`src/sv/ipuc_pkg.sv`:
```
// Shared types and constants of the IPv4/UDP packet checker.
// No dependencies; every other file of the block but ipuc_if refers to this package.
`timescale 1ns / 1ps

package ipuc_pkg;

   localparam int UDP_HEADER_BYTES = 8;
   localparam int PROTOCOL_OFFSET  = 9;
   localparam int SOURCE_OFFSET    = 12;
   localparam int DEST_OFFSET      = 16;
   localparam int PORT_OFFSET      = 3;
   localparam int LENGTH_OFFSET    = 5;

   localparam logic [15:0] SUM_PASS = 16'hFFFF;

   localparam logic [1:0] CSR_SOURCE_ADDRESS      = 2'd0;
   localparam logic [1:0] CSR_DESTINATION_ADDRESS = 2'd1;
   localparam logic [1:0] CSR_DESTINATION_PORT    = 2'd2;

   localparam logic [31:0] SOURCE_ADDRESS_RESET      = 32'h0A01010A;
   localparam logic [31:0] DESTINATION_ADDRESS_RESET = 32'h0A0101C8;
   localparam logic [15:0] DESTINATION_PORT_RESET    = 16'd42069;

   localparam logic [2:0] REASON_OK           = 3'd0;
   localparam logic [2:0] REASON_ADDRESS      = 3'd1;
   localparam logic [2:0] REASON_PORT         = 3'd2;
   localparam logic [2:0] REASON_IP_CHECKSUM  = 3'd3;
   localparam logic [2:0] REASON_UDP_CHECKSUM = 3'd4;
   localparam logic [2:0] REASON_BAD_LENGTH   = 3'd5;

   typedef struct packed {
      logic [31:0] source_address;
      logic [31:0] destination_address;
      logic [15:0] destination_port;
   } cfg_type;

   typedef struct packed {
      logic [7:0] payload_byte;
      logic       byte_valid;
      logic       packet_end;
      logic       packet_ok;
      logic [2:0] fail_reason;
   } rsp_type;

endpackage

```
`src/sv/ipuc_if.sv`:
```
// Channel interfaces of the IPv4/UDP packet checker: stream in, results out, register writes.
// Each carries valid, ready and its payload; no dependencies.
`timescale 1ns / 1ps

interface ipuc_req_if;
   logic       valid;
   logic       ready;
   logic [7:0] stream_byte;
   modport source (output valid, output stream_byte, input ready);
   modport sink (input valid, input stream_byte, output ready);
endinterface

interface ipuc_rsp_if;
   logic       valid;
   logic       ready;
   logic [7:0] payload_byte;
   logic       byte_valid;
   logic       packet_end;
   logic       packet_ok;
   logic [2:0] fail_reason;
   modport source (output valid, output payload_byte, output byte_valid, output packet_end,
                   output packet_ok, output fail_reason, input ready);
   modport sink (input valid, input payload_byte, input byte_valid, input packet_end,
                 input packet_ok, input fail_reason, output ready);
endinterface

interface ipuc_csr_if;
   logic        valid;
   logic        ready;
   logic [1:0]  reg_index;
   logic [31:0] write_data;
   modport source (output valid, output reg_index, output write_data, input ready);
   modport sink (input valid, input reg_index, input write_data, output ready);
endinterface

```
`src/sv/ipv4_udp_packet_checker_top.sv`:
```
// Top level of the IPv4/UDP packet checker: registers, parser and result buffer.
// Depends on ipuc_pkg, ipuc_if, ipuc_csr_regs, ipuc_parser and ipuc_out_skid.
//
//   Channel   Direction  Beat contents
//   req_bus   in         stream_byte, one byte of the packet stream
//   rsp_bus   out        payload_byte, byte_valid, packet_end, packet_ok, fail_reason
//   csr_bus   in         reg_index, write_data (register write, always ready)
//
// One byte is accepted per cycle while req_bus.ready is high; each result is registered in the result buffer.
// The parser updates the per-packet state on each accepted byte.
// Reset is synchronous and restores the register defaults and the start of a header.
// A stalled result is held in the skid entry; req_bus.ready drops only while it is full.
`timescale 1ns / 1ps

module ipv4_udp_packet_checker_top #(
   parameter int IP_HEADER_BYTES = 20
) (
   input  logic        clock,
   input  logic        reset,
   ipuc_req_if.sink    req_bus,
   ipuc_rsp_if.source  rsp_bus,
   ipuc_csr_if.sink    csr_bus
);

   ipuc_pkg::cfg_type cfg;
   ipuc_pkg::rsp_type result;
   ipuc_pkg::rsp_type out_data;
   logic              result_push;
   logic              can_accept;
   logic              byte_accept;

   assign req_bus.ready = can_accept;
   assign byte_accept   = req_bus.valid && can_accept;

   ipuc_csr_regs u_csr_regs (
      .clock (clock),
      .reset (reset),
      .csr   (csr_bus),
      .cfg   (cfg)
   );

   ipuc_parser #(
      .IP_HEADER_BYTES (IP_HEADER_BYTES)
   ) u_parser (
      .clock       (clock),
      .reset       (reset),
      .cfg         (cfg),
      .byte_accept (byte_accept),
      .stream_byte (req_bus.stream_byte),
      .result_push (result_push),
      .result      (result)
   );

   ipuc_out_skid u_out_skid (
      .clock      (clock),
      .reset      (reset),
      .push       (result_push),
      .push_data  (result),
      .can_accept (can_accept),
      .out_valid  (rsp_bus.valid),
      .out_ready  (rsp_bus.ready),
      .out_data   (out_data)
   );

   assign rsp_bus.payload_byte = out_data.payload_byte;
   assign rsp_bus.byte_valid   = out_data.byte_valid;
   assign rsp_bus.packet_end   = out_data.packet_end;
   assign rsp_bus.packet_ok    = out_data.packet_ok;
   assign rsp_bus.fail_reason  = out_data.fail_reason;

endmodule

```
`src/sv/ipuc_csr_regs.sv`:
```
// Configuration registers: required addresses and destination port.
// Depends on ipuc_pkg and ipuc_csr_if.
`timescale 1ns / 1ps

module ipuc_csr_regs (
   input  logic               clock,
   input  logic               reset,
   ipuc_csr_if.sink           csr,
   output ipuc_pkg::cfg_type  cfg
);

   ipuc_pkg::cfg_type cfg_ff;

   assign csr.ready = 1'b1;
   assign cfg = cfg_ff;

   always_ff @(posedge clock) begin
      if (reset) begin
         cfg_ff.source_address      <= ipuc_pkg::SOURCE_ADDRESS_RESET;
         cfg_ff.destination_address <= ipuc_pkg::DESTINATION_ADDRESS_RESET;
         cfg_ff.destination_port    <= ipuc_pkg::DESTINATION_PORT_RESET;
      end else if (csr.valid) begin
         case (csr.reg_index)
            ipuc_pkg::CSR_SOURCE_ADDRESS: begin
               cfg_ff.source_address <= csr.write_data;
            end
            ipuc_pkg::CSR_DESTINATION_ADDRESS: begin
               cfg_ff.destination_address <= csr.write_data;
            end
            ipuc_pkg::CSR_DESTINATION_PORT: begin
               cfg_ff.destination_port <= csr.write_data[15:0];
            end
            default: begin
            end
         endcase
      end
   end

endmodule

```
`src/sv/ipuc_parser.sv`:
```
// Per-byte packet parser: header checks, checksum sums and payload pass-through.
// Depends on ipuc_pkg; produces at most one result beat per accepted byte.
`timescale 1ns / 1ps

module ipuc_parser #(
   parameter int IP_HEADER_BYTES = 20
) (
   input  logic               clock,
   input  logic               reset,
   input  ipuc_pkg::cfg_type  cfg,
   input  logic               byte_accept,
   input  logic [7:0]         stream_byte,
   output logic               result_push,
   output ipuc_pkg::rsp_type  result
);

   localparam int PosW = $clog2(IP_HEADER_BYTES + ipuc_pkg::UDP_HEADER_BYTES);
   localparam logic [PosW-1:0] POS_PROTOCOL = PosW'(ipuc_pkg::PROTOCOL_OFFSET);
   localparam logic [PosW-1:0] POS_SOURCE   = PosW'(ipuc_pkg::SOURCE_OFFSET);
   localparam logic [PosW-1:0] POS_DEST     = PosW'(ipuc_pkg::DEST_OFFSET);
   localparam logic [PosW-1:0] POS_IP_END   = PosW'(IP_HEADER_BYTES);
   localparam logic [PosW-1:0] POS_PORT     =
      PosW'(IP_HEADER_BYTES + ipuc_pkg::PORT_OFFSET);
   localparam logic [PosW-1:0] POS_LENGTH   =
      PosW'(IP_HEADER_BYTES + ipuc_pkg::LENGTH_OFFSET);
   localparam logic [PosW-1:0] POS_LAST     =
      PosW'(IP_HEADER_BYTES + ipuc_pkg::UDP_HEADER_BYTES - 1);
   localparam logic [15:0] UDP_HDR = 16'(ipuc_pkg::UDP_HEADER_BYTES);

   logic [PosW-1:0] pos_ff, pos_in;
   logic            in_payload_ff, in_payload_in;
   logic [15:0]     remaining_ff, remaining_in;
   logic [15:0]     ip_sum_ff, ip_sum_in;
   logic [15:0]     udp_sum_ff, udp_sum_in;
   logic [7:0]      pending_ff, pending_in;
   logic            odd_ff, odd_in;
   logic            addr_bad_ff, addr_bad_in;
   logic            port_bad_ff, port_bad_in;
   logic            len_bad_ff, len_bad_in;

   logic [15:0] word;
   logic [15:0] udp_a, udp_b, udp_c;
   logic [15:0] remaining_dec;
   logic [7:0]  want_byte;
   logic        odd_pos;
   logic        close;
   logic [2:0]  reason;

   function automatic logic [15:0] ones_add(input logic [15:0] acc, input logic [15:0] w);
      logic [16:0] s;
      s = {1'b0, acc} + {1'b0, w};
      return s[15:0] + {15'd0, s[16]};
   endfunction

   assign word          = {pending_ff, stream_byte};
   assign odd_pos       = pos_ff[0];
   assign remaining_dec = remaining_ff - 16'd1;

   always_comb begin
      case (pos_ff[1:0])
         2'd0: want_byte = (pos_ff < POS_DEST) ? cfg.source_address[31:24]
                                               : cfg.destination_address[31:24];
         2'd1: want_byte = (pos_ff < POS_DEST) ? cfg.source_address[23:16]
                                               : cfg.destination_address[23:16];
         2'd2: want_byte = (pos_ff < POS_DEST) ? cfg.source_address[15:8]
                                               : cfg.destination_address[15:8];
         default: want_byte = (pos_ff < POS_DEST) ? cfg.source_address[7:0]
                                                  : cfg.destination_address[7:0];
      endcase
   end

   always_comb begin
      pos_in        = pos_ff;
      in_payload_in = in_payload_ff;
      remaining_in  = remaining_ff;
      ip_sum_in     = ip_sum_ff;
      udp_sum_in    = udp_sum_ff;
      pending_in    = pending_ff;
      odd_in        = odd_ff;
      addr_bad_in   = addr_bad_ff;
      port_bad_in   = port_bad_ff;
      len_bad_in    = len_bad_ff;
      udp_a         = udp_sum_ff;
      udp_b         = udp_sum_ff;
      udp_c         = udp_sum_ff;
      close         = 1'b0;

      if (in_payload_ff) begin
         if (!odd_ff) begin
            pending_in = stream_byte;
            odd_in     = 1'b1;
            udp_a      = udp_sum_ff;
         end else begin
            udp_a  = ones_add(udp_sum_ff, word);
            odd_in = 1'b0;
         end
         remaining_in = remaining_dec;
         close        = (remaining_dec == 16'd0);
         udp_b        = (close && !odd_ff) ? ones_add(udp_a, {stream_byte, 8'd0}) : udp_a;
         udp_sum_in   = udp_b;
      end else begin
         if (!odd_pos) begin
            pending_in = stream_byte;
         end
         udp_a = (pos_ff == POS_PROTOCOL) ? ones_add(udp_sum_ff, {8'd0, stream_byte})
                                          : udp_sum_ff;
         udp_b = (odd_pos && pos_ff >= POS_SOURCE) ? ones_add(udp_a, word) : udp_a;
         udp_c = (odd_pos && pos_ff == POS_LENGTH) ? ones_add(udp_b, word) : udp_b;
         udp_sum_in = udp_c;
         if (pos_ff >= POS_SOURCE && pos_ff < POS_IP_END && want_byte != stream_byte) begin
            addr_bad_in = 1'b1;
         end
         if (odd_pos && pos_ff < POS_IP_END) begin
            ip_sum_in = ones_add(ip_sum_ff, word);
         end
         if (odd_pos && pos_ff == POS_PORT && word != cfg.destination_port) begin
            port_bad_in = 1'b1;
         end
         if (odd_pos && pos_ff == POS_LENGTH) begin
            if (word < UDP_HDR) begin
               len_bad_in   = 1'b1;
               remaining_in = 16'd0;
            end else begin
               remaining_in = word - UDP_HDR;
            end
         end
         if (pos_ff == POS_LAST) begin
            close         = len_bad_in || (remaining_in == 16'd0);
            in_payload_in = 1'b1;
            odd_in        = 1'b0;
            pos_in        = '0;
         end else begin
            pos_in = pos_ff + PosW'(1);
         end
      end

      if (len_bad_in) begin
         reason = ipuc_pkg::REASON_BAD_LENGTH;
      end else if (addr_bad_in) begin
         reason = ipuc_pkg::REASON_ADDRESS;
      end else if (port_bad_in) begin
         reason = ipuc_pkg::REASON_PORT;
      end else if (ip_sum_in != ipuc_pkg::SUM_PASS) begin
         reason = ipuc_pkg::REASON_IP_CHECKSUM;
      end else if (udp_sum_in != ipuc_pkg::SUM_PASS) begin
         reason = ipuc_pkg::REASON_UDP_CHECKSUM;
      end else begin
         reason = ipuc_pkg::REASON_OK;
      end

      result.payload_byte = in_payload_ff ? stream_byte : 8'd0;
      result.byte_valid   = in_payload_ff;
      result.packet_end   = close;
      result.packet_ok    = close && (reason == ipuc_pkg::REASON_OK);
      result.fail_reason  = close ? reason : ipuc_pkg::REASON_OK;
      result_push         = byte_accept && (in_payload_ff || close);
   end

   always_ff @(posedge clock) begin
      if (reset || (byte_accept && close)) begin
         pos_ff        <= '0;
         in_payload_ff <= 1'b0;
         remaining_ff  <= '0;
         ip_sum_ff     <= '0;
         udp_sum_ff    <= '0;
         pending_ff    <= '0;
         odd_ff        <= 1'b0;
         addr_bad_ff   <= 1'b0;
         port_bad_ff   <= 1'b0;
         len_bad_ff    <= 1'b0;
      end else if (byte_accept) begin
         pos_ff        <= pos_in;
         in_payload_ff <= in_payload_in;
         remaining_ff  <= remaining_in;
         ip_sum_ff     <= ip_sum_in;
         udp_sum_ff    <= udp_sum_in;
         pending_ff    <= pending_in;
         odd_ff        <= odd_in;
         addr_bad_ff   <= addr_bad_in;
         port_bad_ff   <= port_bad_in;
         len_bad_ff    <= len_bad_in;
      end
   end

endmodule

```
`src/sv/ipuc_out_skid.sv`:
```
// Result register with a skid entry, so the input side sees a registered ready.
// Depends on ipuc_pkg for the result beat type.
`timescale 1ns / 1ps

module ipuc_out_skid (
   input  logic               clock,
   input  logic               reset,
   input  logic               push,
   input  ipuc_pkg::rsp_type  push_data,
   output logic               can_accept,
   output logic               out_valid,
   input  logic               out_ready,
   output ipuc_pkg::rsp_type  out_data
);

   logic              main_valid_ff, main_valid_in;
   logic              skid_valid_ff, skid_valid_in;
   ipuc_pkg::rsp_type main_ff, main_in;
   ipuc_pkg::rsp_type skid_ff, skid_in;

   assign can_accept = !skid_valid_ff;
   assign out_valid  = main_valid_ff;
   assign out_data   = main_ff;

   always_comb begin
      main_valid_in = main_valid_ff;
      main_in       = main_ff;
      skid_valid_in = skid_valid_ff;
      skid_in       = skid_ff;
      if (!main_valid_ff || out_ready) begin
         main_valid_in = skid_valid_ff || push;
         main_in       = skid_valid_ff ? skid_ff : push_data;
         skid_valid_in = 1'b0;
      end else if (push) begin
         skid_valid_in = 1'b1;
         skid_in       = push_data;
      end
   end

   always_ff @(posedge clock) begin
      if (reset) begin
         main_valid_ff <= 1'b0;
         skid_valid_ff <= 1'b0;
      end else begin
         main_valid_ff <= main_valid_in;
         skid_valid_ff <= skid_valid_in;
      end
      main_ff <= main_in;
      skid_ff <= skid_in;
   end

endmodule

```
`src/flat_wrapper.sv`:
```
// flat-port wrapper written by rule: the top's interface ports become plain ports
module ipv4_udp_packet_checker_top_flat 
#(
   parameter int IP_HEADER_BYTES = 20
)
  (clock, reset, req_bus_valid, req_bus_stream_byte, req_bus_ready, rsp_bus_valid, rsp_bus_payload_byte, rsp_bus_byte_valid, rsp_bus_packet_end, rsp_bus_packet_ok, rsp_bus_fail_reason, rsp_bus_ready, csr_bus_valid, csr_bus_reg_index, csr_bus_write_data, csr_bus_ready);
  ipuc_req_if req_bus_i ();
  ipuc_rsp_if rsp_bus_i ();
  ipuc_csr_if csr_bus_i ();
  input  logic clock;
  input  logic reset;
  input wire logic [$bits(req_bus_i.valid)-1:0] req_bus_valid;
  input wire logic [$bits(req_bus_i.stream_byte)-1:0] req_bus_stream_byte;
  output wire logic [$bits(req_bus_i.ready)-1:0] req_bus_ready;
  output wire logic [$bits(rsp_bus_i.valid)-1:0] rsp_bus_valid;
  output wire logic [$bits(rsp_bus_i.payload_byte)-1:0] rsp_bus_payload_byte;
  output wire logic [$bits(rsp_bus_i.byte_valid)-1:0] rsp_bus_byte_valid;
  output wire logic [$bits(rsp_bus_i.packet_end)-1:0] rsp_bus_packet_end;
  output wire logic [$bits(rsp_bus_i.packet_ok)-1:0] rsp_bus_packet_ok;
  output wire logic [$bits(rsp_bus_i.fail_reason)-1:0] rsp_bus_fail_reason;
  input wire logic [$bits(rsp_bus_i.ready)-1:0] rsp_bus_ready;
  input wire logic [$bits(csr_bus_i.valid)-1:0] csr_bus_valid;
  input wire logic [$bits(csr_bus_i.reg_index)-1:0] csr_bus_reg_index;
  input wire logic [$bits(csr_bus_i.write_data)-1:0] csr_bus_write_data;
  output wire logic [$bits(csr_bus_i.ready)-1:0] csr_bus_ready;
  assign req_bus_i.valid = req_bus_valid;
  assign req_bus_i.stream_byte = req_bus_stream_byte;
  assign req_bus_ready = req_bus_i.ready;
  assign rsp_bus_valid = rsp_bus_i.valid;
  assign rsp_bus_payload_byte = rsp_bus_i.payload_byte;
  assign rsp_bus_byte_valid = rsp_bus_i.byte_valid;
  assign rsp_bus_packet_end = rsp_bus_i.packet_end;
  assign rsp_bus_packet_ok = rsp_bus_i.packet_ok;
  assign rsp_bus_fail_reason = rsp_bus_i.fail_reason;
  assign rsp_bus_i.ready = rsp_bus_ready;
  assign csr_bus_i.valid = csr_bus_valid;
  assign csr_bus_i.reg_index = csr_bus_reg_index;
  assign csr_bus_i.write_data = csr_bus_write_data;
  assign csr_bus_ready = csr_bus_i.ready;
  ipv4_udp_packet_checker_top #(.IP_HEADER_BYTES(IP_HEADER_BYTES)) u_core (.clock(clock), .reset(reset), .req_bus(req_bus_i), .rsp_bus(rsp_bus_i), .csr_bus(csr_bus_i));
endmodule
```
`config.mk`:
```
export PLATFORM = sky130hd
export DESIGN_NAME = ipv4_udp_packet_checker_top_flat
export DESIGN_NICKNAME = d
export VERILOG_FILES = /design/src/sv/ipuc_pkg.sv /design/src/sv/ipuc_if.sv /design/src/sv/ipv4_udp_packet_checker_top.sv /design/src/sv/ipuc_csr_regs.sv /design/src/sv/ipuc_parser.sv /design/src/sv/ipuc_out_skid.sv /design/src/flat_wrapper.sv
export SDC_FILE = /design/constraint.sdc
export NUM_CORES = 1
export LEC_CHECK = 0
export BUFFER_PORTS_ARGS = -buffer_cell sky130_fd_sc_hd__buf_4
export CAP_MARGIN = 20
export CORE_MARGIN = 2
export CORE_UTILIZATION = 50
export CTS_BUF_LIST = sky130_fd_sc_hd__clkbuf_4 sky130_fd_sc_hd__clkbuf_8
export DETAILED_ROUTE_END_ITERATION = 6
export GPL_TIMING_DRIVEN = 0
export PLACE_DENSITY = 0.71
export RECOVER_POWER = 100
export SLEW_MARGIN = 20
export SYNTH_ARGS = -nofsm -noshare
export SYNTH_HDL_FRONTEND = slang
export SYNTH_SLANG_ARGS = --single-unit
```
`constraint.sdc`:
```
create_clock -name clock -period 11.77 [get_ports clock]
set_clock_uncertainty 0.1 [all_clocks]
set_input_delay 1.177 -clock clock [delete_from_list [all_inputs] [get_ports clock]]
set_output_delay 1.177 -clock clock [all_outputs]
set_load 0.005 [all_outputs]
```
* After elaboration in Yosys (flattened, before gate mapping)
Cells that the tools add are included.
** Storage, ports and cells
- Word-level logic and storage cells :: 139
- Output and inout bits :: 17
- Flip-flop bits (word level) :: 176
- Bits of input ports :: 47
** Cells by class
- Reductions and logical operators :: 34
- Bitwise operators :: 2
- Add/subtract/negate cells :: 15
- Equal/unequal tests :: 14
- Muxes and demuxes :: 45
- $lt $le $gt $ge :: 4
** Operators by type and width (number)
- 16-bit two-way mux :: 13
- 16-bit by 1-bit adder with 16-bit output :: 6
- 16-bit by 16-bit adder with 17-bit output :: 5
- 8-bit two-way mux :: 8
- 16-bit zero test :: 2
- 16-bit != test, second input constant :: 2
- 8-bit one-hot mux with 3 select lines :: 1
- 3-bit two-way mux :: 6
- 16-bit by 8-bit adder with 17-bit output :: 1
- 16-bit by 4-bit less-than comparator with 1-bit output, second input constant :: 1
- 16-bit != test :: 1
- 16-bit by 1-bit subtractor with 16-bit output, second input constant :: 1
- 16-bit by 4-bit subtractor with 16-bit output, second input constant :: 1
- 5-bit == test, second input constant :: 3
- 1-bit two-way mux :: 15
- 14-bit two-way mux :: 1
- 1-bit logical AND :: 12
- 2-bit AND reduction :: 6
- 5-bit less-than comparator, second input constant :: 2
- 8-bit != test :: 1
- 5-bit by 1-bit adder with 5-bit output, second input constant :: 1
- 5-bit by 4-bit == test with 1-bit output, second input constant :: 1
- 5-bit by 4-bit greater-or-equal comparator with 1-bit output, second input constant :: 1
- 1-bit logical OR :: 5
- other kinds (12) :: 18

* Longest topological paths before layout
- Depth in word-level cells :: 19
- Gate-level depth with buffers :: 50
- Gate-level depth less buffers :: 50

* Hierarchy
A second synthesis with hierarchy kept.
** Second synthesis, totals
- Cells, all modules :: 1983
- Area, all modules :: 15977.8 µm²
** Modules (own cells, without submodules)
- ipuc_parser :: seq. area each 1321.3 µm², instances 1, cells an instance 1616, area each 11548.6 µm²
- ipuc_csr_regs :: seq. area each 1601.5 µm², instances 1, cells an instance 313, area each 3291.9 µm²
- ipuc_out_skid :: seq. area each 880.8 µm², instances 1, cells an instance 53, area each 1131.1 µm²
- ipv4_udp_packet_checker_top :: seq. area each 0.0 µm², instances 1, cells an instance 1, area each 6.3 µm²

* Worst setup path after synthesis
No wires, ideal clock.
- Kind :: input-to-reg
- Start :: in req_bus_stream_byte[0]
- End :: reg u_core.u_out_skid.main_ff (netlist bit u_core.u_out_skid.out_data[3]), data pin
- Required time :: 11.505 ns
- Slack :: 0.969 ns
- Path buffers :: 1
- Stages on the path :: 45
- Arrival :: 10.536 ns
- Cells stage by stage :: ha_1 fa_1 a211oi_1 o211ai_1 nand3_1 nor2_1 ha_1 mux2_2 ha_1 fa_1 a211oi_1 o211ai_1 a31oi_1 o21bai_1 a21o_1 a21o_1 a21o_1 ha_1 (+9 left out) a31oi_1 a211oi_1 nor3_1 or2_2 a21o_1 ha_1 ha_1 nand2_1 nor3_1 xnor2_1 o21ai_0 a211oi_1 a32oi_1 or4_1 a2111o_1 nand4bb_1 or4_4 o31ai_2
** Between the ends
- Word-level cells in the longest chain between the ends :: 19
- Elaborated cells on any way between the ends :: 52
** RTL lines
- start: declaration :: line flat_wrapper.sv:13 : input wire logic [$bits(req_bus_i.stream_byte)-1:0] req_bus_stream_byte;
- 16-bit by 8-bit adder with 17-bit output :: line ipuc_parser.sv:51 : s = {1'b0, acc} + {1'b0, w};
- 16-bit by 1-bit adder with 16-bit output :: line ipuc_parser.sv:52 : return s[15:0] + {15'd0, s[16]};
- 16-bit two-way mux :: line ipuc_parser.sv:105 : udp_a = (pos_ff == POS_PROTOCOL) ? ones_add(udp_sum_ff, {8'd0, stream_byte})
- 16-bit by 16-bit adder with 17-bit output :: line ipuc_parser.sv:51
- 16-bit by 1-bit adder with 16-bit output :: line ipuc_parser.sv:52
- 16-bit two-way mux :: line ipuc_parser.sv:107 : udp_b = (odd_pos && pos_ff >= POS_SOURCE) ? ones_add(udp_a, word) : udp_a;
- 16-bit by 16-bit adder with 17-bit output :: line ipuc_parser.sv:51
- 16-bit by 1-bit adder with 16-bit output :: line ipuc_parser.sv:52
- (+3 left out)
- 3-bit two-way mux :: line ipuc_parser.sv:145 : end else if (udp_sum_in != ipuc_pkg::SUM_PASS) begin
- 3-bit two-way mux :: line ipuc_parser.sv:143 : end else if (ip_sum_in != ipuc_pkg::SUM_PASS) begin
- 3-bit two-way mux :: line ipuc_parser.sv:141 : end else if (port_bad_in) begin
- 3-bit two-way mux :: line ipuc_parser.sv:139 : end else if (addr_bad_in) begin
- 3-bit two-way mux :: line ipuc_parser.sv:137 : if (len_bad_in) begin
- 3-bit zero test :: line ipuc_parser.sv:154 : result.packet_ok = close && (reason == ipuc_pkg::REASON_OK);
- 1-bit logical AND * :: line ipuc_parser.sv:154
- 14-bit two-way mux * :: line ipuc_out_skid.sv:32 : main_in = skid_valid_ff ? skid_ff : push_data;
- end signal: assignment :: line ipuc_out_skid.sv:48 : main_ff <= main_in;
- end: declaration :: line ipuc_out_skid.sv:18 : ipuc_pkg::rsp_type main_ff, main_in;
Every way passes the cells marked *; elsewhere a longest branch is shown, timed or not. The select of a mux whose other input is x is not followed.
A chain may end at the register's enable or synchronous reset.

* Worst setup path after layout
Ends and elaborated chain as after synthesis.

==> summary.txt <==
CTS
  – TritonCTS buffer count: 17
  – # H-tree levels: 4
  – CTS Hold Bufs: 0
  – Reg clk slew, reported paths: 0.10 ns
  – Clock Path Buffers: 2
  – Clock root cell: clkbuf_8
  – CTS tree: yes
  – CTS Sinks: 176
  – Clock latency at the later pin of the worst-skew pair: 0.49 ns

Timing
  – Fin. Hold Viols: 0
  – Fmax: around 88 MHz
  – Hold_ws: 0.3611 ns
  – Measured slew at the worst slew-check pin: 1.143 ns
  – Setup Viol. Count Final: 0
  – Max-slew headroom: 23.54%
  – Min Tclk post-route: 11.38 ns
  – Max-slew violations: 0
  – Final worst-path cycle share: between 90% and 100%

Finish
  – Area growth from synthesis to layout: 11.89%
  – Final nets: 2186
  – Number of fill cells: 2766
  – Layout cells sized above 1: 11.05%
  – Diodes inserted: 0
  – Final instance area: 0.01678 mm2
  – Register area: 0.003804 mm2
  – Multi-input logic area: 0.01090 mm2

Synthesis
  – Top-area cell type share of the netlist area: between 15 and 20%
  – Synth area leaders: dfxtp_1 (20%), ha_1 (7.7%), nand2_1 (6.7%)
  – Async S/R FF share, synth: 0%
  – Synth Flop Type: dfxtp_1
  – Synth Area per Inst: just under 8 um2
  – Synth cell types: 93
  – Post-synth net total: 2097
  – Yosys top cell by area: dfxtp_1
  – Ys Warns: 0
  – Sequential area share after synthesis: about a quarter
  – Post-synth EDFFs: 28
  – Count leader, synth: nand2_1
  – Most common library cells after synthesis: nand2_1 (267), nor2_1 (185), a21oi_1 (176)
  – Synth Register Bits: 176
  – Post-Syn Area: 0.01500 mm2
  – Post-Syn Instances: 1953

Outcome
  – Status: finished, violations left
  – Failing checks: DRC

Worst setup path
  – R2R Path Start: u_core.u_parser.pos_ff[1]
  – Startpoint Class: primary input
  – CP most frequent cell: ha_1
  – Reg-to-Reg End: u_core.u_out_skid.out_data[3]
  – CP Data Required Time: 11.98 ns
  – WP buf/inv: 1
  – WP data arrival: between 10 and 15 ns
  – Crit path max fanout: 6
  – Slowest library cell on the worst path: or4_4
  – Crit-path max cell delay: 0.54 ns
  – Worst path depth: 47
  – Worst Setup End Kind: flip-flop
  – Reg2Reg Depth: 43
  – Top delay family on crit path: simple AND/OR/NAND/NOR gates
  – FF-to-FF setup slack: 0.63 ns
  – Setup CP Type: primary input to flip-flop

Global routing
  – First-pass GRT wire length: 80.64 mm
  – Total GRT Usage: between 30% and 40%
  – Largest net degree at the start of global routing: 20
  – GRT Residual Overflow: 0
  – Antenna violations before repair: 0
  – Vias in the first global route: 14706

Power
  – P_leak: 6.504 nW
  – Worst vdd ir: 0.07097 mV
  – Cell Pwr Density: 90.26 mW/mm2

Drt
  – Highest metal used: met4
  – Post-DR vias/cell: 6.500
  – DRT Wirelength: roughly 53 mm
  – Metal3 WL: 4.704 mm
  – Detailed Route Iter0 Violations: 1926
  – Met2 Wirelength: 23.81 mm
  – Antenna-violating nets left: 0
  – Vias: 15893
  – Post-DR wirelength/cell: 21.50 um
  – First-pass DRT Iterations: 7
  – DRC viols: 16
  – DRT met1 WL: ~21 mm

Floorplanning
  – Die area: approximately 0.031 mm2
  – Die height: 177.2 um
  – Rows: 63
  – Starting density of the core: 50.75%
  – Die Width: about 180 um
  – I/O Pins: between 60 and 70
  – CORE AREA: slightly below 0.03 mm2

Min path
  – Hold path cells: 2
  – Worst Min Path Start: u_core.u_csr_regs.cfg[25]
  – Worst hold path type: flip-flop to flip-flop
  – Hold Crit Endpoint: u_core.u_csr_regs.cfg[25]

Placement
  – Dpl hpwl: 39.52 mm
  – Placed cell area: 0.01596 mm2
  – I/O Buffers: 62
  – Routability cong.: between 1 and 1.5

Job
  – Max cap viols: 0
==> through the flow <==
step	util, %	setup TNS [ns]	setup WS, ns	cells	power, mW
2_1_floorplan	-	0	0.9695	1953	0.9314
3_3_place_gp	53.97	-5.385	-1.334	2405	1.044
3_5_place_dp	53.98	-5.942	-1.474	2405	1.050
4_1_cts	55.78	0	0.02752	2436	1.490
5_1_grt	56.78	-0.04667	-0.04667	2445	1.572
6_report	56.78	0	0.3915	2445	1.515
==> layout make-up <==
type / count / area share [%]
sequential: 176 / 22.66
multi-input combinational: 1613 / 64.93
clock inverter: 14 / 1.006
inverter: 53 / 1.185
tap: 390 / 2.907
clock buffer: 18 / 1.439
buffer: 103 / 2.378
timing repair buffer: 78 / 3.489
==> cell families (layout without fill, tap and decap cells) <==
family                     after synthesis  count (layout)  synth area share (%)
and+or+nand+nor                        781             781                 25.47
AOI/OAI and AO/OA                      555             555                 24.66
DFF                                    176             176                 25.36
buffers and inverters                  164             266                 4.195
xor gates and xnor gates               140             140                 8.533
adders and majority gates               97              97                 8.341
muxes                                   39              39                 3.411
other                                    1               1               0.02500
==> where the power goes <==
group	switching [mW]	internal (mW)	total, mW
clock network	0.263	0.183	0.446
registers	0.0263	0.627	0.653
logic	0.258	0.158	0.416
total	0.547	0.968	1.52
==> cell usage in the layout (no fill, tap or decap), types with 33 or more instances in the layout <==
| cell | Yosys | routed |
|---|---|---|
| nand2_1 | 267 | 267 |
| nor2_1 | 185 | 183 |
| a21oi_1 | 176 | 173 |
| dfxtp_1 | 148 | 148 |
| clkbuf_1 | 103 | 98 |
| xnor2_1 | 93 | 89 |
| o21ai_0 | 83 | 82 |
| ha_1 | 92 | 79 |
| buf_4 | 1 | 58 |
| inv_1 | 53 | 53 |
| nor3_1 | 49 | 47 |
| nand3_1 | 49 | 47 |
| xor2_1 | 43 | 42 |
| a211oi_1 | 41 | 37 |
| a21o_1 | 33 | 33 |
==> worst max-delay path by stage <==
stage | start | endpoint
global route | req_bus_stream_byte[3] | u_core.u_out_skid.out_data[3]
detailed placement | req_bus_stream_byte[0] | u_core.u_out_skid.out_data[2]
floorplan | req_bus_stream_byte[0] | u_core.u_out_skid.out_data[3]
CTS | req_bus_stream_byte[0] | u_core.u_out_skid.out_data[3]
finish | req_bus_stream_byte[0] | u_core.u_out_skid.out_data[3]
global placement | req_bus_stream_byte[0] | u_core.u_out_skid.out_data[2]
==> worst min-delay path, delay by kind of cell (launching register included) <==
kind,cells,cell delay (ns)
AOI/OAI and AO/OA,1,0.05
DFF,1,0.32
and+or+nand+nor,1,0.05
==> what timing repair did <==
item                                    4_1_cts  5_1_grt
endpoints found under the setup margin        4        6
resized for setup                            23       42
setup buffers                                 3       13
pin swaps                                     4       23
==> registers in the layout (all words and copies together) (netlist names), 5 cells and up <==
| name | cells |
|---|---|
| u_core.u_out_skid.out_data | 14 |
| u_core.u_parser.udp_sum_ff | 16 |
| u_core.u_out_skid.skid_ff | 14 |
| u_core.u_parser.remaining_ff | 16 |
| u_core.u_parser.ip_sum_ff | 16 |
| u_core.u_csr_regs.cfg | 80 |
| u_core.u_parser.pending_ff | 8 |
| u_core.u_parser.pos_ff | 5 |
==> per-layer routing <==
metal / vias to the layer above / global-route usage [%]
li1: 7397 / -
met5: - / 0
met1: 7479 / 43.56
met2: 833 / 52.58
met3: 184 / 3.952
met4: 0 / 16.98
No activity file was read; power rests on OpenSTA's default activity.
